### src/mled_pkg.sv
// Shared types and codes for the masked local extremum detector.
`timescale 1ns / 1ps
package mled_pkg;

    // Item opcodes
    localparam logic OP_PIXEL = 1'b0;
    localparam logic OP_FLUSH = 1'b1;

    // Configuration register indexes
    localparam logic [2:0] REG_IMAGE_WIDTH     = 3'd0;
    localparam logic [2:0] REG_IMAGE_HEIGHT    = 3'd1;
    localparam logic [2:0] REG_FIND_MINIMUM    = 3'd2;
    localparam logic [2:0] REG_STRICT_MODE     = 3'd3;
    localparam logic [2:0] REG_NEIGHBOR_ENABLE = 3'd4;

    localparam int CFG_DATA_W = 11;
    localparam int OUT_POS_W  = 10;

    typedef enum logic {
        ST_RUN,
        ST_FILL
    } front_state_t;

    // Control carried with each column pushed to the back end
    typedef struct packed {
        logic emit;
        logic has_top;
        logic has_bot;
        logic has_left;
        logic has_right;
        logic last;
    } col_ctl_t;

endpackage

### src/mled_front.sv
// Front end: accepts items, tracks frame position and schedules column pushes.
`timescale 1ns / 1ps
module mled_front #(
    parameter int MAX_WIDTH  = 1024,
    parameter int MAX_HEIGHT = 1024
) (
    input  logic                            clk,
    input  logic                            rst_n,
    input  logic                            restart,
    input  logic [$clog2(MAX_WIDTH+1)-1:0]  width,
    input  logic [$clog2(MAX_HEIGHT+1)-1:0] height,
    input  logic                            in_valid,
    output logic                            in_stall,
    input  logic                            opcode,
    input  logic                            q_full,
    output logic                            push,
    output mled_pkg::col_ctl_t              ctl,
    output logic [$clog2(MAX_WIDTH)-1:0]    addr,
    output logic [$clog2(MAX_HEIGHT+1)-1:0] row,
    output logic [$clog2(MAX_WIDTH+1)-1:0]  col
);
    import mled_pkg::*;

    localparam int CW = $clog2(MAX_WIDTH + 1);
    localparam int HW = $clog2(MAX_HEIGHT + 1);
    localparam int AW = $clog2(MAX_WIDTH);
    localparam int LW = $clog2(MAX_WIDTH + 3);

    front_state_t    state_reg, state_next;
    logic [CW-1:0]   rx_col_reg, rx_col_next;
    logic [HW-1:0]   rx_row_reg, rx_row_next;
    logic            rx_done_reg, rx_done_next;
    logic [CW-1:0]   e_col_reg, e_col_next;
    logic [HW-1:0]   e_row_reg, e_row_next;
    logic [LW-1:0]   rx_lag_reg, rx_lag_next;
    logic [LW-1:0]   push_lag_reg, push_lag_next;
    logic [CW-1:0]   p_col_reg, p_col_next;

    logic [LW-1:0]   wp2, rx_lag_n, pl_n;
    logic            acc, have_new, rx_last, e_last, clamp;
    logic            emit_due, sat, emit_now, go_fill;

    assign wp2     = LW'(width) + LW'(2);
    assign rx_last = (rx_row_reg == height - HW'(1)) && (rx_col_reg == width - CW'(1));
    assign e_last  = (e_row_reg == height - HW'(1)) && (e_col_reg == width - CW'(1));
    // Window reaches past the last pixel: wait for the whole frame instead
    assign clamp   = (e_row_reg == height - HW'(1))
                  || ((height >= HW'(2)) && (e_row_reg == height - HW'(2))
                      && (e_col_reg == width - CW'(1)));

    // Next state
    always_comb
    begin
        state_next = state_reg;
        unique case (state_reg)
            ST_RUN:
            begin
                if (go_fill)
                begin
                    state_next = ST_FILL;
                end
            end
            ST_FILL:
            begin
                if (emit_now)
                begin
                    state_next = ST_RUN;
                end
            end
            default:
            begin
                state_next = ST_RUN;
            end
        endcase
        if (restart)
        begin
            state_next = ST_RUN;
        end
    end

    // Outputs and counters
    always_comb
    begin
        in_stall  = (state_reg != ST_RUN) || q_full;
        acc       = in_valid && !in_stall;
        have_new  = 1'b0;
        emit_due  = 1'b0;
        push      = 1'b0;
        go_fill   = 1'b0;
        rx_lag_n  = rx_lag_reg;

        unique case (state_reg)
            ST_RUN:
            begin
                have_new = acc && (opcode == OP_PIXEL) && !rx_done_reg;
                rx_lag_n = rx_lag_reg + LW'(have_new);
                if (acc)
                begin
                    emit_due = clamp ? (rx_done_reg || (have_new && rx_last))
                                     : (rx_lag_n >= wp2);
                end
                push = have_new || emit_due;
            end
            ST_FILL:
            begin
                emit_due = 1'b1;
                push     = !q_full;
            end
            default:
            begin
                push = 1'b0;
            end
        endcase

        pl_n     = push_lag_reg + LW'(push);
        sat      = pl_n >= wp2;
        emit_now = push && emit_due && sat;
        go_fill  = (state_reg == ST_RUN) && emit_due && !sat;

        ctl.emit      = emit_now;
        ctl.has_top   = e_row_reg != '0;
        ctl.has_bot   = e_row_reg != height - HW'(1);
        ctl.has_left  = e_col_reg != '0;
        ctl.has_right = e_col_reg != width - CW'(1);
        ctl.last      = e_last;
        addr          = AW'(p_col_reg);
        row           = e_row_reg;
        col           = e_col_reg;

        rx_col_next   = rx_col_reg;
        rx_row_next   = rx_row_reg;
        rx_done_next  = rx_done_reg;
        e_col_next    = e_col_reg;
        e_row_next    = e_row_reg;
        rx_lag_next   = rx_lag_n;
        push_lag_next = pl_n;
        p_col_next    = p_col_reg;

        if (have_new)
        begin
            if (rx_last)
            begin
                rx_done_next = 1'b1;
            end
            else if (rx_col_reg == width - CW'(1))
            begin
                rx_col_next = '0;
                rx_row_next = rx_row_reg + HW'(1);
            end
            else
            begin
                rx_col_next = rx_col_reg + CW'(1);
            end
        end

        if (push)
        begin
            p_col_next = (p_col_reg == width - CW'(1)) ? '0 : p_col_reg + CW'(1);
        end

        if (emit_now)
        begin
            if (e_last)
            begin
                rx_col_next   = '0;
                rx_row_next   = '0;
                rx_done_next  = 1'b0;
                e_col_next    = '0;
                e_row_next    = '0;
                rx_lag_next   = '0;
                push_lag_next = '0;
                p_col_next    = '0;
            end
            else
            begin
                rx_lag_next   = rx_lag_n - LW'(1);
                push_lag_next = pl_n - LW'(1);
                if (e_col_reg == width - CW'(1))
                begin
                    e_col_next = '0;
                    e_row_next = e_row_reg + HW'(1);
                end
                else
                begin
                    e_col_next = e_col_reg + CW'(1);
                end
            end
        end

        if (restart)
        begin
            rx_col_next   = '0;
            rx_row_next   = '0;
            rx_done_next  = 1'b0;
            e_col_next    = '0;
            e_row_next    = '0;
            rx_lag_next   = '0;
            push_lag_next = '0;
            p_col_next    = '0;
        end
    end

    always_ff @(posedge clk or negedge rst_n)
    begin
        if (!rst_n)
        begin
            state_reg    <= ST_RUN;
            rx_col_reg   <= '0;
            rx_row_reg   <= '0;
            rx_done_reg  <= 1'b0;
            e_col_reg    <= '0;
            e_row_reg    <= '0;
            rx_lag_reg   <= '0;
            push_lag_reg <= '0;
            p_col_reg    <= '0;
        end
        else
        begin
            state_reg    <= state_next;
            rx_col_reg   <= rx_col_next;
            rx_row_reg   <= rx_row_next;
            rx_done_reg  <= rx_done_next;
            e_col_reg    <= e_col_next;
            e_row_reg    <= e_row_next;
            rx_lag_reg   <= rx_lag_next;
            push_lag_reg <= push_lag_next;
            p_col_reg    <= p_col_next;
        end
    end

    // Pushes never run more than one window ahead of the pixel being judged
    a_push_lag_bound: assert property (@(posedge clk) disable iff (!rst_n)
        push_lag_reg < wp2)
        else $error("push lag beyond window reach");

    // Virtual columns never overtake real pixels
    a_rx_lag_le_push: assert property (@(posedge clk) disable iff (!rst_n)
        rx_lag_reg <= push_lag_reg)
        else $error("received lag exceeds pushed lag");

    // Padding columns only once the whole frame is in
    a_fill_after_frame: assert property (@(posedge clk) disable iff (!rst_n)
        state_reg == ST_FILL |-> rx_done_reg)
        else $error("fill started before frame complete");

endmodule

### config.mk
export PLATFORM = sky130hd
export DESIGN_NAME = mled_front
export DESIGN_NICKNAME = d
export VERILOG_FILES = /design/src/mled_pkg.sv /design/src/mled_front.sv
export SDC_FILE = /design/constraint.sdc
export NUM_CORES = 1
export LEC_CHECK = 0
export BUFFER_PORTS_ARGS = -buffer_cell sky130_fd_sc_hd__buf_4
export CAP_MARGIN = 20
export CORE_MARGIN = 4
export CORE_UTILIZATION = 50
export CTS_CLUSTER_DIAMETER = 200
export DETAILED_ROUTE_END_ITERATION = 8
export PLACE_DENSITY = 0.79
export SLEW_MARGIN = 20
export SYNTH_ARGS = -nofsm -noshare
export SYNTH_HDL_FRONTEND = slang
export SYNTH_SLANG_ARGS = --single-unit
### constraint.sdc
create_clock -name clk -period 7.5 [get_ports clk]
set_input_delay 0.75 -clock clk [delete_from_list [all_inputs] [get_ports clk]]
set_output_delay 0.75 -clock clk [all_outputs]
set_load 0.02 [all_outputs]
# ---- After elaboration in Yosys (flattened, before gate mapping)
# Index checks and enable logic that the tools add are counted.
dict set report totals {
  latch_bits 0
  rom_bits 0
  wordCells 107
  input_bits 28
  ram_bits 0
  n_memories 0
  register_bits 79
  out_inout_bits 40
}
dict set report classes {
  reduce_logical 25
  n_eq_ne 8
  div 0
  multipliers 0
  order_cmp 3
  addsub 13
  shifts 0
  bitwise 2
  mux 47
}
# op n
set ops {}
lappend ops {{$mux W11} 32}
lappend ops {{$eq A11 B11 Y1} 6}
lappend ops {{$add A11 B1 Y11 const B} 5}
lappend ops {{$sub A11 B1 Y11 const B} 4}
lappend ops {{$add A11 B1 Y11} 2}
lappend ops {{$ge A11 B11 Y1} 2}
lappend ops {{$ne A11 B11 Y1} 2}
lappend ops {{$reduce_bool A11 Y1} 2}
lappend ops {{$logic_and A1 B1 Y1} 12}
lappend ops {{$mux W1} 12}
lappend ops {{$add A11 B2 Y11 const B} 1}
lappend ops {{$ge A11 B2 Y1 const B} 1}
lappend ops {{$sub A11 B2 Y11 const B} 1}
lappend ops {{$pmux W1 S2} 3}
lappend ops {{$logic_not A1 Y1} 4}
lappend ops {{$logic_or A1 B1 Y1} 4}
lappend ops {{$reduce_bool A3 Y1} 1}
lappend ops {{$not A1 Y1} 2}
lappend ops {{$reduce_and A2 Y1} 1}
lappend ops {{$reduce_bool A2 Y1} 1}

# ---- Depth between registers and ports, before layout
dict set report depth {
  depth_word 19
  mapped_depth 38
  mapped_depth_nobuf 35
}

# ---- Least setup slack after synthesis
# OpenSTA, ideal clock, no wires.
dict set report synth_path {
  kind {input -> output}
  start {input port q_full}
  end {output port ctl[5] in the netlist's numbering}
  stages 33
  setup_slack_ns 0.390
  arrival_time_ns 6.360
  t_required_ns 6.750
  path_buffers 4
  path_cell_list {inv_1 and3_1 nand2_1 inv_1 ha_1 ha_1 nand3_1 nor2_1 and3_1 nand3_1 xnor2_1 ha_1 nand2_1 o41ai_1 a31oi_1 a41oi_1 o211ai_2 buf_6 clkbuf_1 inv_1 ha_1 ha_1 and3_1 nand3_1 xnor2_1 ha_1 a2111oi_0 nand2_1 o21a_1 o211ai_2 inv_2 buf_2 buf_4}
}
dict set report synth_via {
  elab_chain_cells 15
  elab_cells_between_ends 20
  classes_between {2 x add/sub; 2 x order compare; 5 x mux; 11 x reduce/logical}
}
# item line
set synth_rtl {}
lappend synth_rtl {{from (decl)} mled_front.sv:15} ;# input logic q_full,
lappend synth_rtl {{$logic_or A1 B1 Y1} mled_front.sv:84} ;# in_stall = (state_reg != ST_RUN) || q_full;
lappend synth_rtl {{$logic_not A1 Y1} mled_front.sv:85} ;# acc = in_valid && !in_stall;
lappend synth_rtl {{$logic_and A1 B1 Y1} mled_front.sv:85}
lappend synth_rtl {{$logic_and A1 B1 Y1 (2 in a row)} mled_front.sv:95} ;# have_new = acc && (opcode == OP_PIXEL) && !rx_done_reg;
lappend synth_rtl {{$add A11 B1 Y11 or $logic_and A1 B1 Y1 (tied branches)} {mled_front.sv:96, mled_front.sv:99}}
lappend synth_rtl {{$ge A11 B11 Y1 or $logic_or A1 B1 Y1 (tied branches)} {mled_front.sv:100, mled_front.sv:99}}
lappend synth_rtl {{$mux W1} mled_front.sv:99} ;# emit_due = clamp ? (rx_done_reg || (have_new && rx_last))
lappend synth_rtl {{$mux W1} mled_front.sv:97} ;# if (acc)
lappend synth_rtl {{$mux W1} mled_front.sv:92} ;# unique case (state_reg)
lappend synth_rtl {{$logic_or A1 B1 Y1} mled_front.sv:102} ;# push = have_new || emit_due;
lappend synth_rtl {{$pmux W1 S2 *} mled_front.sv:92}
lappend synth_rtl {{via push} mled_front.sv:16} ;# output logic push,
lappend synth_rtl {{$add A11 B1 Y11} mled_front.sv:115} ;# pl_n = push_lag_reg + LW'(push);
lappend synth_rtl {{$ge A11 B11 Y1} mled_front.sv:116} ;# sat = pl_n >= wp2;
lappend synth_rtl {{$logic_and A1 B1 Y1 *} mled_front.sv:117} ;# emit_now = push && emit_due && sat;
lappend synth_rtl {{to (decl)} mled_front.sv:17} ;# output mled_pkg::col_ctl_t ctl,
# Mark *: on every way through the listed nets, which the timed path passes. The rest lies on a longest branch. The select of a mux whose other input is x is not followed.

==> results.txt <==
* Result of the run: finished, final reports clean
- Counting flops with a built-in enable in the synthesized netlist gives 0.
- Clock transition time at the flip-flop clock pins of the worst setup and hold paths: ~0.06 ns
- The worst path uses between 90% and 100% of the clock period.
- The worst hold path belongs to the class in -> async.
* Count of buffers from port buffering: 67
- The longest clock path from root to sink contains 2 buffers.
- Routability cong.: about 0.95
- Synthesis produced 950 cells.
* Root Driver: clkbuf_16
* Final setup slack of the worst path: roughly 0.49 ns
* Finished Layout Cells: 1174
* DIE WIDTH: 132 um
* Actual slew at the worst max-slew pin: between 1 and 1.5 ns
* Final count of hold timing violations: 0
- Counting flops with an async set or reset pin after synthesis yields a share of 100%.
- After detailed routing, the number of remaining DRC violations is 0.
- Synth Area per Inst: about 8 um2
* Crit-path max cell delay: 0.42 ns
- Number of vias per cell: roughly 6.4
- Post-synthesis cell type with the largest combined area: dfrtp_1
* Arrival time reported for the critical path endpoint: between 6 and 7 ns
* Fill cell count: about 1400
- Via count of the first global-routing pass: roughly 6900
- Iter 0 DRT Violations: 772
- Summed over its instances, the top area cell type makes up ~26% of the synthesized netlist area.
* Maximum clock frequency: ~140 MHz
* Place WS: -0.0711 ns
* CTS H-tree depth: 3
- Portion of the post-synthesis area used by sequential elements: 25.7%
- Once the floorplan was initialized, standard cells occupied just over 50% of the core.
- Number of antenna violations at the first check in global routing: 0
- Worst reg2reg setup slack: just under 0.7 ns
- Fraction of final layout cells sized beyond drive strength 1: 13.6%
* Max-capacitance violation count: 0
- Peak VDD IR: 0.111 mV
* Placeable core area: ~15000 um2
- All-layer global routing usage: between 20% and 30%
- After detailed routing, the average wire length per cell comes to 18.9 um.
* Worst slew margin relative to its limit: 29.8%
- CP max FO: 8
- CTS Buf Count: 9
- The first TritonRoute pass finished after 7 iterations.
- Across all layers, the routed design uses around 7500 vias.
- Pin placement for this block handled just under 70 I/O pins.
- Area growth syn-to-layout: 11.8%
- Global routing finished with a remaining overflow of 0.
- Yosys attributes the largest share of cell area to dfrtp_1 26%, ha_1 6.7%, xor2_1 6.0%.
- Setup repair after global routing left no endpoint under its margin.
- Area of the die: 17400 um2
- Syn_nets: roughly 1000
* Areal power density over the cells: 126 nW/um2
- The endpoint identified for the worst register-to-register timing path is p_col_reg[3].
* TritonCTS sink count: just under 80
- Cells fill between 50% and 60% of the core in the end.
- Start of the worst register-to-register path: state_reg
- Element type at the critical path end: primary output
* Seq cells post-synth: between 70 and 80
- Measured in cells, the most critical reg-to-reg path has a length of 31.
* Max Transition Viols Final: 0
* Post-DP Area: roughly 8200 um2
- The count of nets left with antenna violations once routing finished came out at 0.
- The worst setup path is of the in -> out kind.
- Cell with the largest stage delay on the worst path: a2111oi_2
- At the later pin of the worst-skew pair, clock insertion delay measures roughly 0.34 ns.
* Main flop type after synthesis: dfrtp_1
- Top cell by count, worst path: ha_1
- Height of the chip: 132 um
- The first global-routing pass estimated 35.4 mm of wire.
* Number of distinct library cells after synthesis: between 80 and 90
- For the final routed database, the setup TNS stands at 0 ns.
* CTS tree: built
- Final period demand of the worst path: between 7 and 8 ns
- The clock arrives with 0.00426 ns of skew.
* Post-DP HPWL: around 16 mm
- Total power: roughly 1.1 mW
- Cell Rows: 45
- Post-placement cell count: between 1000 and 1500
- The repair_antennas step left the layout with diodes totalling 0.
- Summed over all cells, the static leakage comes to approximately 3.8 nW.
- Cell area after synthesis: a little under 8000 um2
- During synthesis, Yosys emitted a total of 0 warnings.
* Final nets: approximately 1100
- On the final layout, the worst hold slack is 0.448 ns.
- Largest net degree at the start of global routing: 80
- Final design instance area without fill: between 8000 and 9000 um2
- Setup violations remaining at the end of the flow were counted as 0.
- After detailed routing, the total wire length is ~22 mm.
- For the worst setup path, the data required time is about 6.8 ns.
- The worst setup path is launched from an input port.
-- what timing repair did --
action,4_1_cts,5_1_grt
hold buffers,0,0
buffers inserted,0,7
resized for setup,2,9
endpoints found under the setup margin,1,49
-- routing by layer --
metal  wire length [um]  track usage [%]  vias up
met1               9420             33.5     3580
met2              10200             38.7      357
li1                   -                -     3529
met4                728             9.28        0
met3               1870             4.69       51
met5                  0                0        -
-- layout make-up --
class	instances	area (um2)	area share (%)
inverters	45	174	2.02
flip-flops and latches	79	1980	23.0
well taps	188	235	2.73
multi-input cells	759	5270	61.2
clock inverters	2	12.5	0.145
clock buffers	14	284	3.30
repair buffers	87	657	7.63
-- Yosys cell counts, drive strengths merged, types with 9 or more instances --
master and n:
dfrtp 79, nor2 70, nand2 56, nand3 56, xor2 53, xnor2 51, a21oi 49, inv 45
ha 41, nor3 37, o21ai 37, buf 36, clkbuf 31, and3 30, nand4 26, nand2b 15
o21a 15, or3 14, nor4 13, nor2b 12, or4 12, mux2i 11, and4 9, o211ai 9
o22ai 9
-- kinds of logic after synthesis --
| group | count (synthesis) | synth area share [%] |
|---|---|---|
| simple gates | 396 | 28.5 |
| buf+inv | 112 | 6.54 |
| flops | 79 | 25.7 |
| mux | 11 | 1.43 |
| xor+xnor | 108 | 13.0 |
| compound gates | 200 | 17.8 |
| fa+ha+maj | 44 | 7.06 |
-- how the worst max path moves through the flow --
stage          slack (ns)      endpoint    from  cells past startpoint
6_report             0.49        ctl[5]  q_full                     31
5_1_grt             0.001  p_col_reg[3]  q_full                     33
4_1_cts              0.08        ctl[5]  q_full                     31
3_5_place_dp        -0.07        ctl[5]  q_full                     31
3_3_place_gp         0.26        ctl[5]  q_full                     31
2_1_floorplan        0.39        ctl[5]  q_full                     33
-- placed cells by master, fill, tap and decap left out, drive strengths merged, types with 8 or more instances in the layout --
cell and n:
nor4b 8, inv 44, o211ai 9, and3 30
xnor2 51, nor3 37, ha 41, nand2 56
a31oi 8, or4 12, clkbuf 14, nand3b 8
a21oi 49, nand4 26, o21ai 37, o31ai 8
buf 87, nand3 56, nor2 70, mux2i 11
nor2b 12, dfrtp 79, o21a 15, nor4 13
or3 14, o22ai 9, nand2b 15, xor2 53
and4 9
-- critical path, delay by kind of cell --
family | cells | cell delay (ns)
buf+inv | 6 | 0.80
fa+ha+maj | 6 | 1.42
compound gates | 7 | 1.59
simple gates | 10 | 1.38
xor+xnor | 2 | 0.33
-- where the power goes --
group	switching [mW]	internal, mW	total (mW)
Sequential	0.0116	0.432	0.444
Clock	0.178	0.260	0.438
Combinational	0.126	0.0787	0.205
Total	0.316	0.771	1.09
Power figures use the tool's default switching activity.
