--- config.mk ---
export PLATFORM = sky130hd
export DESIGN_NAME = mled_queue
export DESIGN_NICKNAME = d
export VERILOG_FILES = /design/src/mled_queue.sv
export SDC_FILE = /design/constraint.sdc
export NUM_CORES = 1
export LEC_CHECK = 0
export ABC_AREA = 0
export BUFFER_PORTS_ARGS = -buffer_cell sky130_fd_sc_hd__buf_4
export CAP_MARGIN = 20
export CORE_ASPECT_RATIO = 0.8
export CORE_MARGIN = 1.5
export CORE_UTILIZATION = 40
export DETAILED_ROUTE_END_ITERATION = 6
export PLACE_DENSITY = 0.68
export SLEW_MARGIN = 20
export SYNTH_ARGS = -nofsm -noshare
export SYNTH_HDL_FRONTEND = slang
export SYNTH_SLANG_ARGS = --single-unit
--- constraint.sdc ---
create_clock -name clk -period 2.7 [get_ports clk]
set_input_delay 0.27 -clock clk [delete_from_list [all_inputs] [get_ports clk]]
set_output_delay 0.27 -clock clk [all_outputs]
set_load 0.005 [all_outputs]
--- src/mled_queue.sv ---
// Small FIFO between the front end and the window back end.
`timescale 1ns / 1ps
module mled_queue #(
    parameter int DATA_W = 8
) (
    input  logic              clk,
    input  logic              rst_n,
    input  logic              push,
    input  logic [DATA_W-1:0] wdata,
    output logic              full,
    input  logic              pop,
    output logic              valid,
    output logic [DATA_W-1:0] rdata
);
    localparam int DEPTH = 4;
    localparam int PTR_W = 2;

    logic [DATA_W-1:0] slot_reg [DEPTH];
    logic [PTR_W-1:0]  wr_ptr_reg, wr_ptr_next;
    logic [PTR_W-1:0]  rd_ptr_reg, rd_ptr_next;
    logic [PTR_W:0]    count_reg, count_next;
    logic              do_push, do_pop;

    assign full    = count_reg == (PTR_W+1)'(DEPTH);
    assign valid   = count_reg != '0;
    assign rdata   = slot_reg[rd_ptr_reg];
    assign do_push = push && !full;
    assign do_pop  = pop && valid;

    always_comb
    begin
        wr_ptr_next = wr_ptr_reg + PTR_W'(do_push);
        rd_ptr_next = rd_ptr_reg + PTR_W'(do_pop);
        count_next  = count_reg + (PTR_W+1)'(do_push) - (PTR_W+1)'(do_pop);
    end

    always_ff @(posedge clk or negedge rst_n)
    begin
        if (!rst_n)
        begin
            wr_ptr_reg <= '0;
            rd_ptr_reg <= '0;
            count_reg  <= '0;
        end
        else
        begin
            wr_ptr_reg <= wr_ptr_next;
            rd_ptr_reg <= rd_ptr_next;
            count_reg  <= count_next;
        end
    end

    always_ff @(posedge clk)
    begin
        if (do_push)
        begin
            slot_reg[wr_ptr_reg] <= wdata;
        end
    end

endmodule

* Word-level counts from Yosys, hierarchy flattened
Memories as Yosys holds them, arrays and structs flattened. Cells that the tools add are included.
Storage, ports and cells: bits in registers 7, RAM bits 32, input port bits 12, output and inout port bits 10, logic and storage cells 15, memories kept 1
Operators by class: add/subtract/negate cells 4, equality and inequality tests 1, multiplexer cells 2, reduce and logical (&&, ||, !) cells 4
Memories:
- slot_reg | depth 4, bits a word 8, rd ports 1, clocked after Yosys merged registers in 0, wr ports 1, RTL line 18 | logic [DATA_W-1:0] slot_reg [DEPTH];
Operator list (number):
- adder 2 x 1 -> 2 bit | 2
- adder 3 x 1 -> 3 bit | 1
- == test 3 bit, second input constant | 1
- nonzero test 3 bit | 1
- subtractor 3 x 1 -> 3 bit | 1
- logical AND 1 bit | 2
- two-way mux 1 bit | 2
- zero test 1 bit | 1

* Logic depth before layout (Yosys ltp)
Gate-level depths: netlist (run 1).
depth after elaboration 5, depth in mapped cells 6, depth with buffers taken out 6

* Worst setup path after synthesis (run 1)
No wires, ideal clock.
path type register to register, start point register count_reg[2], end point memory slot_reg[0][0] (enable), library setup time 0.398 ns, arrival 1.560 ns, required time 2.302 ns, slack 0.742 ns, cell stages (with the launch flop) 3, path buffers 0, clock period less this slack 1.958 ns, path through dfrtp_1 -> nor3b_4 -> nor4b_1
Between the ends: word-level cells in the longest chain between the ends 5
Ends and longest elaborated chain:
- start: declaration | RTL line 21 | logic [PTR_W:0] count_reg, count_next;
- start signal: assignment | RTL line 49 | count_reg <= count_next;
- == test 3 bit | RTL line 24 | assign full = count_reg == (PTR_W+1)'(DEPTH);
- named net full | RTL line 10 | output logic full,
- zero test 1 bit | RTL line 27 | assign do_push = push && !full;
- logical AND 1 bit | RTL line 27
- two-way mux 1 bit | RTL line 55 | if (do_push)
- two-way mux 1 bit (implied by the code) | RTL line 57 | slot_reg[wr_ptr_reg] <= wdata;
- end: declaration | RTL line 18
The timed path passes the listed nets, and every way through them passes these cells.

* Final worst setup path (run 1)
start point register rd_ptr_reg[0], end point output rdata[7]
Between the ends: word-level cells in the longest chain between the ends 1
Ends and longest elaborated chain:
- start: declaration | RTL line 20 | logic [PTR_W-1:0] rd_ptr_reg, rd_ptr_next;
- start signal: assignment | RTL line 48 | rd_ptr_reg <= rd_ptr_next;
- memory read (4 x 8 bit)
- end: declaration | RTL line 13 | output logic [DATA_W-1:0] rdata
No other way between the ends.

==> results of run 1 <==
[cell usage in the layout, fill, tap and decap left out, drive strengths merged]
| cell type | Yosys | final |
|---|---|---|
| a221oi | 1 | 1 |
| clkinv | 0 | 1 |
| or2 | 1 | 1 |
| nor2 | 2 | 2 |
| xnor2 | 4 | 4 |
| o31ai | 1 | 1 |
| xor2 | 1 | 1 |
| or3 | 1 | 1 |
| dlygate4sd3 | 0 | 1 |
| buf | 1 | 24 |
| clkbuf | 1 | 7 |
| nor2b | 1 | 1 |
| mux2i | 1 | 1 |
| nor4bb | 2 | 2 |
| ha | 2 | 2 |
| inv | 1 | 1 |
| edfxtp | 32 | 32 |
| o311ai | 1 | 1 |
| dfrtp | 7 | 7 |
| mux4 | 8 | 8 |
| fa | 1 | 1 |
| nor3b | 1 | 1 |
| o21a | 1 | 1 |
| nor4b | 1 | 1 |
| and4b | 1 | 1 |
[Yosys cell counts]
library cell	number
o311ai_1	1
xor2_1	1
nor2_1	2
or2_1	1
nor4bb_1	2
and4b_1	1
ha_1	2
or3_1	1
mux2i_1	1
o31ai_1	1
fa_1	1
nor4b_1	1
dfrtp_1	7
mux4_2	8
a221oi_1	1
edfxtp_1	32
o21a_1	1
nor2b_1	1
nor3b_4	1
clkbuf_2	1
inv_1	1
buf_4	1
xnor2_1	4
[kinds of logic after synthesis]
family | count (synthesis) | synth area share [%]
flip-flops | 39 | 73.40
AND/OR/NAND/NOR | 10 | 5.418
multiplexers | 9 | 12.29
XOR/XNOR | 5 | 2.829
AO/OA/AOI/OAI | 4 | 2.102
buffers and inverters | 3 | 1.051
adder cells (fa/ha/maj) | 3 | 2.910
[stage by stage]
| step | util [%] | setup slack [ps] | hold slack, ps | instances | instance area, um^2 |
|---|---|---|---|---|---|
| floorplan | - | 742.1 | -25.59 | 73 | 1548 |
| global placement | 47.17 | 948.1 | 87.64 | 139 | 1770 |
| detailed placement | 47.17 | 931.7 | 90.63 | 139 | 1770 |
| CTS | 49.60 | 613.2 | 178.3 | 148 | 1862 |
| global route | 49.60 | 555.8 | 176.1 | 148 | 1862 |
| finish | 49.60 | 677.4 | 185.3 | 148 | 1862 |
[where the power goes]
part / internal, mW / switching, mW
logic: 0.368 / 0.223
registers: 0.816 / 0.156
clock network: 0.181 / 0.185
[per-layer routing]
| metal | vias to the layer above | track usage [%] |
|---|---|---|
| met1 | 386 | 16.45 |
| met5 | - | 0 |
| li1 | 359 | - |
| met4 | 0 | 5.660 |
| met2 | 18 | 21.10 |
| met3 | 4 | 4.966 |
[worst register-to-register path: cells and delay by family (launching register included)]
kind | cells | cell delay, ps
muxes | 1 | 210
AOI/OAI and AO/OA | 1 | 100
xor gates and xnor gates | 2 | 330
DFF | 1 | 460
adders and majority gates | 2 | 590
[cell type report]
cell class,count,area [um^2],share of cell area [%]
clock buffers,7,76.32,4.099
clock inverters,1,5.005,0.2688
inverters,1,3.754,0.2016
multi-input cells,31,395.4,21.24
flip-flops and latches,39,1136,61.02
well taps,44,55.05,2.957
repair buffers,25,190.2,10.22
[how the worst max path moves through the flow]
stage                       start             end
finish              rd_ptr_reg[0]        rdata[7]
global route        rd_ptr_reg[0]        rdata[7]
CTS                 rd_ptr_reg[0]        rdata[7]
detailed placement   count_reg[2]    count_reg[2]
global placement    rd_ptr_reg[0]        rdata[7]
floorplan            count_reg[2]  slot_reg[0][0]
[repair_timing]
| action | 4_1_cts | 5_1_grt |
|---|---|---|
| endpoints found under the hold margin | 7 | 0 |
| hold buffers | 1 | 0 |
| setup endpoints to repair | 0 | 0 |
==> reports/metrics.yaml, run 1 <==
cts_tree: "yes"
gp_congestion: 0.6383
yosysWarnings: 0
cp.required_ps: 2430
grt_overflow: 0
synthTopCellsByArea: "edfxtp_1 62%, mux4_2 12%, dfrtp_1 11%, xnor2_1 2.3%, ha_1 1.6%"
nNetsFinal: 118
antenna_left: 0
via_per_inst: 5.182
grt_pass1_wl_um: 3939
routed.top_layer: "met4"
worstHoldPathType: "in -> reg"
routed_wl_um: 2515
rows: 20
core_area_um2: 3754
r2r-start: "count_reg[2]"
crit_chain: "mux4_2 -> buf_4"
min_period_ps: 2023
slew_headroom_pct: 60.92
drive_above_1_share_pct: 37.50
drt-pass1-iter-count: 2
timing.rr.end: "count_reg[2]"
wl_met3_um: 124
die_area_um2: 4254
area_growth_pct: 20.29
crit_cells: 2
initial_core_util_pct: 41.23
fillerInstances: 334
synth_fp_nets: 88
finalSetupViolCount: 0
ir_drop_mv: 0.4521
whs_endpoint: "slot_reg[1][5]"
timing.final.crit_share_pct: 74.91
worst_pin_slew_ps: 586.1
tns_ps: 0
rsz0062_at_grt: "no"
chipWidth_um: 72.55
worstSkewPairLatency_ps: 280
htree_levels: 2
p_per_area_nw_per_um2: 1037
io_pins: 22
yosys_register_bits: 39
syn_area_um2: 1548
synth_top_area_share_pct: 62.09
drt_iter0_markers: 77
seq_area_frac_synth_pct: 73.40
numCtsBuffers: 5
first_global_vias: 816
diodes: 0
root_buffer: "clkbuf_8"
met1_length_um: 1161
start_kind: "flip-flop"
synth_cells: 73
critPathMaxFanout: 10
outcome: "complete, no violations"
path_buf_inv: 1
synth_cell_types: 23
p_total_mw: 1.930
yosysTopAreaCell: "edfxtp_1"
fmax_mhz: 494.4
report.final.hold_viol_count: 0
hp-start: "wdata[5]"
cts.sinks: 39
reg2reg_slack_ps: 930
die_h_um: 58.64
io_buffer_count: 21
largest_reg_flops: 32
drv_slew: 0
fin_skew_ps: 3.380
postCtsSetupBuffers: 0
worstPathArrival_ps: 1750
avgRoutedWirePerCell_um: 16.99
clockBufferDepth: 2
whs_path_depth: 1
grt_max_degree: 12
route.met2.wl_um: 1199
drv_cap: 0
vias: 767
slowest_delay_ps: 720
grtUsageTotal_pct: 13.26
power_leakage_nw: 0.6731
antenna_found_initial: 0
end_kind: "primary output"
cts_resized: 0
critical_path.top_delay_family: "flip-flops"
r2r.worst_path.cells: 6
clk_pin_slew_ps: 70
syn_avg_cell_area_um2: 21.20
cp_slowest_cell: "dfrtp_1"
crit_type: "reg -> out"
drc: 0
Note: power is estimated with default switching activity, not from simulation.
==> inputs of run 2 (changes only) <==
- ABC_AREA: 0 -> 1
- clock period: 2.7 -> 2 ns (I/O delays scaled with it)
==> reports/metrics.yaml, run 2 <==
antenna_found_initial: 0
p_comb_share_pct: 35.0
async_flop_share_pct: 17.95
report.final.hold_viol_count: 0
min_period_ps: 1809
worst_pin_slew_ps: 429.1
layout_common_cells: "32 x edfxtp_1, 29 x nor2_1, 27 x buf_4"
p_int_mw: 1.920
final_common_cell: "edfxtp_1"
die_h_um: 59.69
io_buffer_count: 21
synthTopCellsByArea: "edfxtp_1 60%, dfrtp_1 11%, nor2_1 6.8%, o21ai_0 5.0%, nand2_1 3.7%"
synth_cell_types: 20
worstHoldPathType: "in -> reg"
cts.sinks: 39
yosysWarnings: 0
cts_resized: 0
whs_endpoint: "slot_reg[1][1]"
timing.rr.end: "count_reg[2]"
switchingPower_uw: 978.4
ys_dominant_reg_cell: "edfxtp_1"
gp_congestion: 0.7523
synth_compound_area_share_pct: 9.424
synthSimpleGateAreaFrac_pct: 11.99
first_global_vias: 1032
nNetsFinal: 176
cts_tree: "yes"
synth-edff-count: 32
io_pins: 22
r2r-start: "count_reg[0]"
critPathMaxFanout: 12
crit_type: "reg -> out"
r2r.worst_path.cells: 8
finalSetupViolCount: 0
root_buffer: "clkbuf_8"
cp.required_ps: 1800
fmax_mhz: 552.9
clockBufferDepth: 2
start_kind: "flip-flop"
synth_top_area_share_pct: 59.81
die_area_um2: 4408
drt_iter0_markers: 56
diodes: 0
grt_pass1_wl_um: 4850
fin_skew_ps: 3.778
yosys_register_bits: 39
clk_pin_slew_ps: 80
hp-start: "wdata[1]"
grtUsageTotal_pct: 15.92
clock_power_share_pct: 22.4
drv_cap: 0
reg2reg_slack_ps: 310
synthTopCellsByCount: "32 x edfxtp_1, 29 x nor2_1, 16 x nand2_1, 16 x o21ai_0, 8 x o21ai_1"
end_kind: "primary output"
via_per_inst: 4.659
drc: 0
drv_slew: 0
grt_overflow: 0
numCtsBuffers: 5
drt-pass1-iter-count: 4
core_area_um2: 3829
switching_share_pct: 33.76
synth_top_family_by_area: "simple AND/OR/NAND/NOR gates"
rows: 20
power.share.sequential_pct: 42.7
ir_drop_mv: 0.5598
outcome: "complete, no violations"
rsz0062_at_grt: "no"
p_per_area_nw_per_um2: 1480
area_growth_pct: 21.88
antenna_left: 0
initial_core_util_pct: 41.96
tns_ps: 0
drive_above_1_share_pct: 24.69
vias: 1011
slew_headroom_pct: 71.29
routed_wl_um: 2918
synth.area.mux_share_pct: 0
synth_fp_nets: 145
seq_area_frac_synth_pct: 70.72
timing.final.crit_share_pct: 90.44
power_leakage_nw: 0.7711
syn_area_um2: 1607
synth.most_common_cell: "edfxtp_1"
grt_max_degree: 18
worstSkewPairLatency_ps: 290
htree_levels: 2
p_total_mw: 2.898
chipWidth_um: 73.86
place_hpwl_um: 2010
synth_xor_area_share_pct: 1.090
synth_adder_area_share_pct: 2.804
postCtsSetupBuffers: 0
worstPathArrival_ps: 1610
avgRoutedWirePerCell_um: 13.45
synth_cells: 130
whs_path_depth: 1
largest_reg_flops: 32
yosysTopAreaCell: "edfxtp_1"
syn_avg_cell_area_um2: 12.36
fillerInstances: 341
## run 2: logic make-up (layout without fill, tap and decap cells)
kind of cell / after synthesis / count (layout)
xor+xnor: 2 / 2
compound gates: 27 / 27
simple gates: 49 / 49
buf+inv: 10 / 42
flops: 39 / 39
fa+ha+maj: 3 / 3
## run 2: power groups by stage
stage	combinational (mW)	sequential (mW)	clock (mW)
3_3_place_gp	0.977	1.24	0
2_1_floorplan	0.669	1.20	0
5_1_grt	1.17	1.26	0.694
3_5_place_dp	1.02	1.25	0
6_report	1.01	1.24	0.649
4_1_cts	1.03	1.24	0.669
## run 2: cell type report
cell class / instances / area, um^2 / area share, %
clock buffers: 5 / 68.82 / 3.514
clock inverters: 3 / 42.54 / 2.173
inverters: 6 / 22.52 / 1.150
multi-input cells: 81 / 406.6 / 20.77
flip-flops and latches: 39 / 1136 / 58.02
well taps: 55 / 68.82 / 3.514
repair buffers: 28 / 212.7 / 10.86
## run 2: worst max path at each step
stage	from	to	slack [ps]	cells past startpoint
floorplan	count_reg[0]	count_reg[2]	420	7
global placement	count_reg[0]	count_reg[2]	390	7
detailed placement	count_reg[0]	count_reg[2]	320	8
CTS	rd_ptr_reg[0]	rdata[6]	170	6
global route	rd_ptr_reg[0]	rdata[0]	20	6
finish	rd_ptr_reg[0]	rdata[6]	190	6
## run 2: metal layers
| metal | vias up | global-route usage, % | share of wire, % |
|---|---|---|---|
| li1 | 510 | - | - |
| met1 | 474 | 19.19 | 44 |
| met2 | 23 | 26.00 | 50 |
| met3 | 4 | 6.071 | 4.8 |
| met4 | 0 | 6.349 | 1.8 |
| met5 | - | 0 | 0 |
## run 2: repair_timing
item | CTS | global route
hold endpoints to repair | 7 | 0
hold buffers | 1 | 0
endpoints found under the setup margin | 0 | 0
## run 2: critical path, cell delays in order, from the launching register on
cell and delay (ps):
dfrtp_1 610, buf_4 250, nor2_1 60, nor2_1 70, o21ai_0 80, o21ai_1 110
buf_4 140
## run 2: metrics by stage
step	area [um^2]	cells	util (%)	setup WS, ps	hold WS [ps]
2_1_floorplan	1607	130	-	422.7	-95.59
3_3_place_gp	1837	208	47.97	387.4	16.84
3_5_place_dp	1837	208	47.97	320.4	19.37
4_1_cts	1958	217	51.14	167.6	89.61
5_1_grt	1958	217	51.14	23.63	89.30
6_report	1958	217	51.14	191.2	100.8
==> inputs of run 3 (changes only) <==
- CTS_BUF_LIST: unset -> sky130_fd_sc_hd__clkbuf_4 sky130_fd_sc_hd__clkbuf_8
- PLACE_DENSITY: 0.68 -> 0.59
==> reports/metrics.yaml, run 3 (synthesis gave the netlist of run 2 again) <==
place_hpwl_um: 1897
vias: 993
dp.cells: 204
die_h_um: 59.69
worstHoldPathType: "in -> reg"
diodes: 0
stdcell_count: 213
fin_skew_ps: 10.32
die_area_um2: 4408
drv_slew: 0
tns_ps: 0
crit_type: "reg -> out"
preCtsSetupSlack_ps: 299.5
ir_drop_mv: 0.7100
p_total_mw: 2.891
fmax_mhz: 559.0
drv_cap: 0
clockBufferDepth: 2
start_kind: "flip-flop"
via_per_inst: 4.662
grt_overflow: 0
worstSkewPairLatency_ps: 290
timing.rr.end: "count_reg[2]"
chipWidth_um: 73.86
clk_pin_slew_ps: 80
final_area_um2: 1933
critPathMaxFanout: 11
htree_levels: 2
worst_pin_slew_ps: 829.2
initial_core_util_pct: 41.96
r2r.worst_path.cells: 7
reg2reg_slack_ps: 240
drive_above_1_share_pct: 23.42
p_per_area_nw_per_um2: 1496
final_common_cell: "edfxtp_1"
end_kind: "primary output"
power_leakage_nw: 0.7524
avgRoutedWirePerCell_um: 13.74
r2r-start: "count_reg[0]"
worst_slack_ps: 211.2
grt_pass1_wl_um: 4905
layout_common_cells: "32 x edfxtp_1, 29 x nor2_1, 23 x buf_4"
drc: 0
slowest_delay_ps: 570
fin_util_pct: 50.49
numCtsBuffers: 5
area_growth_pct: 20.33
outcome: "complete, no violations"
use_met3_pct: 5.565
grtUsageMet1_pct: 20.87
timing.final.crit_share_pct: 89.44
cp.required_ps: 1800
grt-busiest-layer: "met2"
grt_max_degree: 18
root_buffer: "clkbuf_8"
gp_congestion: 0.8459
drt-pass1-iter-count: 4
cts.sinks: 39
core_area_um2: 3829
crit_chain: "buf_4 -> nor2_1 -> nor2_1 -> o21ai_0 -> o21ai_1 -> buf_4"
cp_slowest_cell: "dfrtp_1"
largest_reg_flops: 32
endpoint: "rdata[1]"
rsz0062_at_grt: "no"
min_period_ps: 1789
antenna_left: 0
fin_hold_ws_ps: 104.5
io_pins: 22
routed_wl_um: 2926
first_global_vias: 1036
cp-startpoint: "rd_ptr_reg[0]"
grtUsageTotal_pct: 15.85
slew_headroom_pct: 44.51
use_met2_pct: 23.94
finalSetupViolCount: 0
io_buffer_count: 21
drt_iter0_markers: 99
report.final.hold_viol_count: 0
worstPathArrival_ps: 1590
fillerInstances: 345
cts_tree: "yes"
dpl-instance-area_um2: 1807
nNetsFinal: 172
rows: 20
postCtsSetupBuffers: 0
antenna_found_initial: 0
==> run 3: cell types whose count changed in the layout (fill, tap and decap cells not counted) <==
| cell | before | now |
|---|---|---|
| buf_4 | 27 | 23 |
| clkinv_1 | 1 | 0 |
| clkinv_4 | 0 | 1 |
==> run 3: layout make-up <==
class,instances,area (um^2),share of cell area [%]
multi-input combinational,81,406.6,21.04
timing repair buffer,24,182.7,9.450
clock inverter,3,47.55,2.460
tap,55,68.82,3.560
sequential,39,1136,58.77
clock buffer,5,68.82,3.560
inverter,6,22.52,1.165
==> run 3: per-layer routing <==
layer	wire length, um	vias to the layer above
met5	0	-
met4	52	0
met3	161	6
met2	1359	27
met1	1352	456
li1	-	504
==> run 3: repair_timing <==
action,in CTS,in global routing
hold endpoints to repair,7,0
hold buffers,1,0
resized for setup,0,0
==> run 3: worst max-delay path, delay by kind of cell (launching register included) <==
| family | cells | cell delay, ps |
|---|---|---|
| AO/OA/AOI/OAI | 2 | 210 |
| buffers and inverters | 2 | 390 |
| flip-flops | 1 | 570 |
| AND/OR/NAND/NOR | 2 | 140 |
==> run 3: how the worst min path moves through the flow <==
| stage | from | end | cells after the start |
|---|---|---|---|
| floorplan | rst_n | count_reg[0] | 0 |
| global placement | rst_n | count_reg[1] | 1 |
| detailed placement | rst_n | count_reg[2] | 1 |
| CTS | wdata[2] | slot_reg[2][2] | 1 |
| global route | wdata[2] | slot_reg[2][2] | 1 |
| finish | wdata[0] | slot_reg[1][0] | 1 |
==> run 3: where the power goes <==
part | switching, mW | leakage [nW] | internal, mW | total, mW
clock network | 0.283 | 0.0587 | 0.378 | 0.660
logic | 0.572 | 0.318 | 0.426 | 0.998
registers | 0.131 | 0.376 | 1.10 | 1.23
total | 0.986 | 0.752 | 1.91 | 2.89
